**src/hdl/circle_canvas_rasterizer_macros.svh**
```systemverilog
// Assertion macros for the rasterizer RTL, used by the controller.
// CCR_ASSERT_CLK names its clock and reset; CCR_ASSERT uses clk and arst_n.
`ifndef CIRCLE_CANVAS_RASTERIZER_MACROS_SVH
`define CIRCLE_CANVAS_RASTERIZER_MACROS_SVH
`ifndef SYNTHESIS
`define CCR_ASSERT_CLK(lbl, ck, rn, prop, msg) \
	lbl: assert property (@(posedge ck) disable iff (!rn) prop) else $error(msg);
`define CCR_ASSERT(lbl, prop, msg) \
	`CCR_ASSERT_CLK(lbl, clk, arst_n, prop, msg)
`else
`define CCR_ASSERT_CLK(lbl, ck, rn, prop, msg)
`define CCR_ASSERT(lbl, prop, msg)
`endif
`endif

```
**src/hdl/ccr_pkg.sv**
```systemverilog
`default_nettype none
package ccr_pkg;

	// Canvas geometry and fixed-point format
	localparam int MAX_COLUMNS   = 512;
	localparam int MAX_ROWS      = 512;
	localparam int FRACTION_BITS = 8;

	// Fixed field widths
	localparam int COORD_W   = 20;
	localparam int RADIUS_W  = 20;
	localparam int BYTE_W    = 8;
	localparam int PIXIDX_W  = 9;
	localparam int CFG_DIM_W = 10;
	localparam int CFG_IDX_W = 2;

	// Derived widths
	localparam int COL_W  = (MAX_COLUMNS > 1) ? $clog2(MAX_COLUMNS) : 1;
	localparam int ROW_W  = (MAX_ROWS > 1) ? $clog2(MAX_ROWS) : 1;
	localparam int COLN_W = $clog2(MAX_COLUMNS + 1);
	localparam int ROWN_W = $clog2(MAX_ROWS + 1);
	localparam int DEPTH  = MAX_COLUMNS * MAX_ROWS;
	localparam int ADDR_W = (DEPTH > 1) ? $clog2(DEPTH) : 1;
	localparam int POS_W  = ((COL_W > ROW_W) ? COL_W : ROW_W) + FRACTION_BITS;
	localparam int DX_W   = ((POS_W > COORD_W) ? POS_W : COORD_W) + 1;
	localparam int SQ_W   = 2 * DX_W;
	localparam int D2_W   = SQ_W + 1;
	localparam int R2_W   = 2 * RADIUS_W;

	typedef enum logic [1:0] {
		ACT_DRAW  = 2'd0,
		ACT_READ  = 2'd1,
		ACT_CLEAR = 2'd2
	} action_t;

	typedef enum logic [CFG_IDX_W-1:0] {
		REG_WIDTH  = 2'd0,
		REG_HEIGHT = 2'd1,
		REG_BG     = 2'd2
	} reg_idx_t;

	// Controller to datapath
	typedef struct packed {
		logic load;
		logic step;
		logic capture;
	} ccr_cmd_t;

	// Datapath to controller
	typedef struct packed {
		logic empty;
		logic rd_outside;
		logic last_pixel;
		logic pipe_busy;
	} ccr_stat_t;

endpackage
`default_nettype wire

```
**src/hdl/ccr_ctrl.sv**
```systemverilog
`default_nettype none
`include "circle_canvas_rasterizer_macros.svh"
module ccr_ctrl (
	input  wire logic               clk,
	input  wire logic               arst_n,
	input  wire logic               start,
	input  wire logic [1:0]         action,
	input  wire ccr_pkg::ccr_stat_t stat,
	output ccr_pkg::ccr_cmd_t       cmd,
	output logic                    busy,
	output logic                    done
);

	typedef enum logic [2:0] {
		ST_IDLE,
		ST_SCAN,
		ST_DRAIN,
		ST_RD_ADDR,
		ST_RD_DATA
	} state_t;

	state_t state_q;
	logic   done_q;
	logic   accept;

	assign busy   = (state_q != ST_IDLE);
	assign accept = start && !busy;
	assign done   = done_q;

	// Drive datapath commands
	always_comb begin
		cmd.load    = accept;
		cmd.step    = (state_q == ST_SCAN);
		cmd.capture = (state_q == ST_RD_DATA);
	end

	// Sequence one word at a time
	always_ff @(posedge clk or negedge arst_n) begin
		if (!arst_n) begin
			state_q <= ST_IDLE;
			done_q  <= 1'b0;
		end else begin
			done_q <= 1'b0;
			case (state_q)
				ST_IDLE: begin
					if (accept) begin
						case (ccr_pkg::action_t'(action))
							ccr_pkg::ACT_DRAW, ccr_pkg::ACT_CLEAR: begin
								if (stat.empty) begin
									done_q <= 1'b1;
								end else begin
									state_q <= ST_SCAN;
								end
							end
							ccr_pkg::ACT_READ: begin
								if (stat.rd_outside) begin
									done_q <= 1'b1;
								end else begin
									state_q <= ST_RD_ADDR;
								end
							end
							default: begin
								done_q <= 1'b1;
							end
						endcase
					end
				end
				ST_SCAN: begin
					if (stat.last_pixel) begin
						state_q <= ST_DRAIN;
					end
				end
				ST_DRAIN: begin
					if (!stat.pipe_busy) begin
						state_q <= ST_IDLE;
						done_q  <= 1'b1;
					end
				end
				ST_RD_ADDR: begin
					state_q <= ST_RD_DATA;
				end
				ST_RD_DATA: begin
					state_q <= ST_IDLE;
					done_q  <= 1'b1;
				end
				default: begin
					state_q <= ST_IDLE;
				end
			endcase
		end
	end

	`CCR_ASSERT(a_done_idle, done_q |-> (state_q == ST_IDLE), "result strobe while busy")
	`CCR_ASSERT(a_read_port_free, (state_q == ST_RD_ADDR) |-> !stat.pipe_busy, "read during write")
	`CCR_ASSERT(a_drain_done, (state_q == ST_DRAIN) && !stat.pipe_busy |=> done_q, "lost draw result")

endmodule
`default_nettype wire

```
**config.mk**
```make
export PLATFORM = sky130hd
export DESIGN_NAME = ccr_ctrl
export DESIGN_NICKNAME = d
export VERILOG_FILES = /design/src/hdl/ccr_pkg.sv /design/src/hdl/ccr_ctrl.sv
export VERILOG_INCLUDE_DIRS = /design/src /design/src/hdl
export SDC_FILE = /design/constraint.sdc
export NUM_CORES = 1
export LEC_CHECK = 0
export BUFFER_PORTS_ARGS = -buffer_cell sky130_fd_sc_hd__buf_2
export CORE_AREA = 2 2 39 41
export DETAILED_ROUTE_END_ITERATION = 12
export DIE_AREA = 0 0 41 43
export PLACE_DENSITY = 0.5
export SLEW_MARGIN = 20
export SYNTH_ARGS = -nofsm -noshare
export SYNTH_HDL_FRONTEND = slang
export SYNTH_SLANG_ARGS = --single-unit
```
**constraint.sdc**
```tcl
create_clock -name clk -period 1.4 [get_ports clk]
set_input_delay 0.14 -clock clk [delete_from_list [all_inputs] [get_ports clk]]
set_output_delay 0.14 -clock clk [all_outputs]
set_load 0.005 [all_outputs]
```
---- Yosys cells after proc, flatten, opt, wreduce, memory -nomap -nowiden ----
Cells that the tools add are included.
word-level totals
  bits in registers ....................... 4
  latch bits .............................. 0
  bits in writable memories ............... 0
  bits in read-only memories .............. 0
  bits of input ports ..................... 9
  output and inout bits ................... 5
  word-level logic and storage cells ...... 34
  memories kept ........................... 0
operators by class
  $add $sub $neg .......................... 0
  multipliers ............................. 0
  div/mod/pow operators ................... 0
  order comparisons ....................... 0
  eq/ne operators ......................... 12
  shift-type cells ........................ 0
  mux-type cells .......................... 13
  bitwise gates (word level) .............. 0
  reduce and logical (&&, ||, !) cells .... 7
operators by type and width
  cell                                                 number
  two-way mux 3 bit                                    5
  one-hot mux 3 bit (4 select lines)                   1
  equality test 3 x 2 -> 1 bit, second input constant  2
  != test 2 bit, second input constant                 3
  != test 3 bit, second input constant                 2
  one-hot mux 3 bit (2 select lines)                   1
  AND reduction 6 bit                                  1
  two-way mux 1 bit                                    4
  equality test 3 x 1 -> 1 bit, second input constant  1
  equality test 3 bit, second input constant           1
  logical NOT 3 bit                                    1
  != test 3 x 1 -> 1 bit, second input constant        1
  one-hot mux 1 bit (3 select lines)                   1
  nonzero test 3 bit                                   1
  equality test 2 x 1 -> 1 bit, second input constant  1
  equality test 2 bit, second input constant           1
  logical NOT 2 bit                                    1
  one-hot mux 1 bit (2 select lines)                   1
  OR reduction 2 bit                                   1
  logical AND 1 bit                                    1
  logical NOT 1 bit                                    1

---- Depth between registers and ports, before layout ----
  depth in word-level cells ............... 5
  depth in mapped cells ................... 4
  mapped depth without buffers ............ 3

---- Worst setup path before layout ----
OpenSTA, ideal clock, no wires.
  path type ............................... reg-to-output
  start ................................... register state_q[1]
  end ..................................... output cmd[2] in the netlist's numbering
  arrival ................................. 1.145 ns
  required time ........................... 1.260 ns
  slack ................................... 0.115 ns
  cell stages (with the launch flop) ...... 5
  path buffers ............................ 2
  cells stage by stage .................... dfrtp_1 > buf_6 > or3_2 > nor2_1 > buf_4
on the way
  word-level cells in the longest chain between the ends .. 3
RTL lines
  what                    RTL line        text
  start, declared         ccr_ctrl.sv:22  state_t state_q;
  start signal, assigned  ccr_ctrl.sv:40  state_q <= ST_IDLE;
  start signal, assigned  ccr_ctrl.sv:52  state_q <= ST_SCAN;
  start signal, assigned  ccr_ctrl.sv:59  state_q <= ST_RD_ADDR;
  nonzero test 3 bit      ccr_ctrl.sv:26  assign busy = (state_q != ST_IDLE);
  via busy                ccr_ctrl.sv:10  output logic busy,
  logical NOT 1 bit       ccr_ctrl.sv:27  assign accept = start && !busy;
  logical AND 1 bit       ccr_ctrl.sv:27
  end, declared           ccr_ctrl.sv:9   output ccr_pkg::ccr_cmd_t cmd,
The timed path passes the listed nets, and every way through them passes these cells.

---- Worst setup path after layout ----
  start ................................... register state_q[1]
  end ..................................... register done_q (netlist: done)
on the way
  word-level cells in the longest chain between the ends .. 5
  elaborated cells between the ends (all ways) .. 8
  those cells by class .................... 2 x eq/ne; 2 x mux; 4 x reduce/logical
RTL lines
  what                                  RTL line        text
  nonzero test 3 bit                    ccr_ctrl.sv:26
  logical NOT 1 bit                     ccr_ctrl.sv:27
  logical AND 1 bit                     ccr_ctrl.sv:27
  two-way mux 1 bit                     ccr_ctrl.sv:46  if (accept) begin
  one-hot mux 1 bit (3 select lines) *  ccr_ctrl.sv:44  case (state_q)
  end signal, assigned                  ccr_ctrl.sv:41  done_q <= 1'b0;
  end signal, assigned                  ccr_ctrl.sv:43  done_q <= 1'b0;
  end signal, assigned                  ccr_ctrl.sv:50  done_q <= 1'b1;
  end, declared                         ccr_ctrl.sv:23  logic done_q;
Every way passes the cells marked *; elsewhere a longest branch is shown, timed or not.
A chain may end at the register's enable or synchronous reset.

==> flow_metrics.env <==
export IMPL_outcome="finished clean"
export IMPL_track_usage=0.0876
export IMPL_grt_pass1_wl_um=966
export IMPL_avgSynthCellArea_um2=8.50
export IMPL_slowest_delay_ns=0.53
export IMPL_synth_top_area_share=0.406
export IMPL_drt_iter0_drc=3
export IMPL_wl_um=632
export IMPL_hold_path_class="in2reg"
export IMPL_rr_endpoint="done"
export IMPL_p_leak_nw=0.200
export IMPL_synth_top_cell_by_area="dfrtp_1"
export IMPL_io_buffers=13
export IMPL_critPathKind="reg2reg"
export IMPL_cp_start_kind="flop"
export IMPL_worstMarginPinSlew_ns=0.280
export IMPL_coreArea_um2=1380
export IMPL_fin_crit_ns=1.35
export IMPL_ff2ff_setup_slack_ns=0.05
export IMPL_dr_pass1_iters=4
export IMPL_postRouteAntennaNets=0
export IMPL_antenna_cells=0
export IMPL_slowest_stage="or4_4"
export IMPL_finalMaxSlewViolations=0
export IMPL_gp_congestion=0.716
export IMPL_initial_core_util=0.178
export IMPL_num_rows=14
export IMPL_power_w=0.000769
export IMPL_path_common_cell="buf_4"
export IMPL_p_per_area_nw_per_um2=1900
export IMPL_rsz0062_at_grt="no"
export IMPL_max_freq_mhz=739
export IMPL_r2r_cells=4
export IMPL_synthCells=29
export IMPL_drive_above_1_share=0.510
export IMPL_rr_startpoint="state_q[1]"
export IMPL_synth_seq_cells=4
export IMPL_cts_buffers=3
export IMPL_cp_end_kind="flop"
export IMPL_clockRootBuffer="clkbuf_4"
export IMPL_clock_sinks=4
export IMPL_fin_tns_setup_ns=0
export IMPL_ir_worst_vdd_mv=0.690
export IMPL_clk_pin_slew_worst_paths_ns=0.04
export IMPL_hp_start="start"
export IMPL_syn_area_um2=246
export IMPL_grt_max_degree=9
export IMPL_hold_viol_final=0
export IMPL_h_tree_depth=1
export IMPL_tritoncts="yes"
export IMPL_critPathArrivalTime_ns=1.52
export IMPL_maxCapViolCount=0
export IMPL_fin_nets=60
export IMPL_hpwl_um=460
export IMPL_dieArea_um2=1760
export IMPL_syn2layout_area_growth_pct=64.5
export IMPL_slew_headroom=0.813
export IMPL_ioPinCount=14
export IMPL_wl_per_cell_um=9.72
export IMPL_antenna_found_initial=0
export IMPL_worstPathMaxFanout=3
export IMPL_fin_util=0.293
export IMPL_grt_pass1_vias=247
export IMPL_worstSkewPairLatency_ns=0.24
export IMPL_clock_skew_ns=0.00548
export IMPL_hold_depth=3
export IMPL_ys_warn_count=0
export IMPL_die_width_um=41
export IMPL_synthTopCellsByArea="dfrtp_1 41%, nor2_1 9.1%, nor3b_1 6.1%"
export IMPL_die_y_um=43
export IMPL_ys_types=18
export IMPL_vias=287
export IMPL_synth_nets=38
export IMPL_setup_viol=0
export IMPL_drt_vias_per_instance=4.42
export IMPL_remaining_drc_errors=0
export IMPL_period_share=0.967
export IMPL_gr_total_overflow=0
export IMPL_hold_end="state_q[1]"
export IMPL_ys_seq_area_frac=0.406
export IMPL_path_cells="buf_4, buf_4, or4_4, a21oi_2"
export IMPL_clock_path_buffers=2
export IMPL_crit_required_ns=1.56
-- timing repair --
action,4_1_cts,5_1_grt
resized for setup,1,5
pin swaps,0,0
setup endpoints to repair,1,2
hold buffers,1,0
buffers inserted,2,0
hold endpoints to repair,4,0
-- logic make-up after synthesis --
group / after synthesis / share of synthesized area
compound gates: 4 / 0.0914
buf+inv: 3 / 0.0914
flops: 4 / 0.406
mux: 1 / 0.0406
simple gates: 17 / 0.371
-- critical path, delay by kind of cell (launching register included) --
kind                   cells  cell delay (ns)
flip-flops                 1             0.36
AO/OA/AOI/OAI              1             0.13
AND/OR/NAND/NOR            1             0.53
buffers and inverters      2             0.27
-- registers in the layout, indices dropped and copies added, names as in the netlist --
signal / cells
state_q: 3
done: 1
-- synthesized netlist by cell type --
library cell and count:
a21oi_1 2, and2_1 1, buf_4 1, buf_6 1, clkinv_1 1, dfrtp_1 4, mux2i_1 1, nand2_1 2
nand3b_1 1, nand4_1 1, nor2_1 6, nor3_1 1, nor3b_1 2, nor4_1 1, o21a_1 1, o21ai_0 1
or3_2 1, or4_1 1
-- power breakdown --
part           total, W  internal (W)  switching [W]
sequential     0.000178      0.000160      0.0000185
clock          0.000142     0.0000958      0.0000461
combinational  0.000449      0.000250       0.000199
-- metrics by stage --
| stage | hold slack (ns) | setup WS [ns] | instance area [um2] | cells |
|---|---|---|---|---|
| final | 0.196 | 0.0461 | 405 | 65 |
| after global routing | 0.183 | 0.0177 | 405 | 65 |
| after CTS | 0.187 | 0.0139 | 387 | 65 |
| after detailed placement | -0.0491 | 0.195 | 335 | 59 |
| after global placement | -0.0510 | 0.210 | 335 | 59 |
| after floorplan | -0.156 | 0.115 | 246 | 29 |
-- area by class of cell --
class	count	area, um2
multi-input cells	22	143
well taps	16	20.0
fillers	152	978
inverters	1	3.75
repair buffers	19	116
flip-flops and latches	4	100
clock buffers	3	22.5
-- cell usage in the layout (no fill, tap or decap), drive strengths merged --
cell type     n
nand2         2
nor3b         2
buf          18
or4           1
dfrtp         4
clkinv        1
dlygate4sd3   1
nand3b        1
or3           1
and2          1
a21oi         2
o21a          1
nor2          6
mux2i         1
clkbuf        3
nand4         1
o21ai         1
nor3          1
nor4          1
-- routing by layer --
metal / track usage / up-vias / part of all wire
li1: - / 143 / -
met1: 0.104 / 133 / 0.42
met2: 0.106 / 9 / 0.48
met3: 0.0628 / 2 / 0.060
met4: 0.0600 / 0 / 0.032
met5: 0 / - / 0
-- how the worst max path moves through the flow --
stage	from	end	slack (ns)	cells after the start
after floorplan	state_q[1]	cmd[2]	0.12	4
after global placement	state_q[1]	cmd[2]	0.21	3
after detailed placement	state_q[1]	cmd[2]	0.19	3
after CTS	state_q[1]	cmd[0]	0.01	5
after global routing	state_q[1]	done	0.02	4
final	state_q[1]	done	0.05	4
No activity file was read; power rests on OpenSTA's default activity.
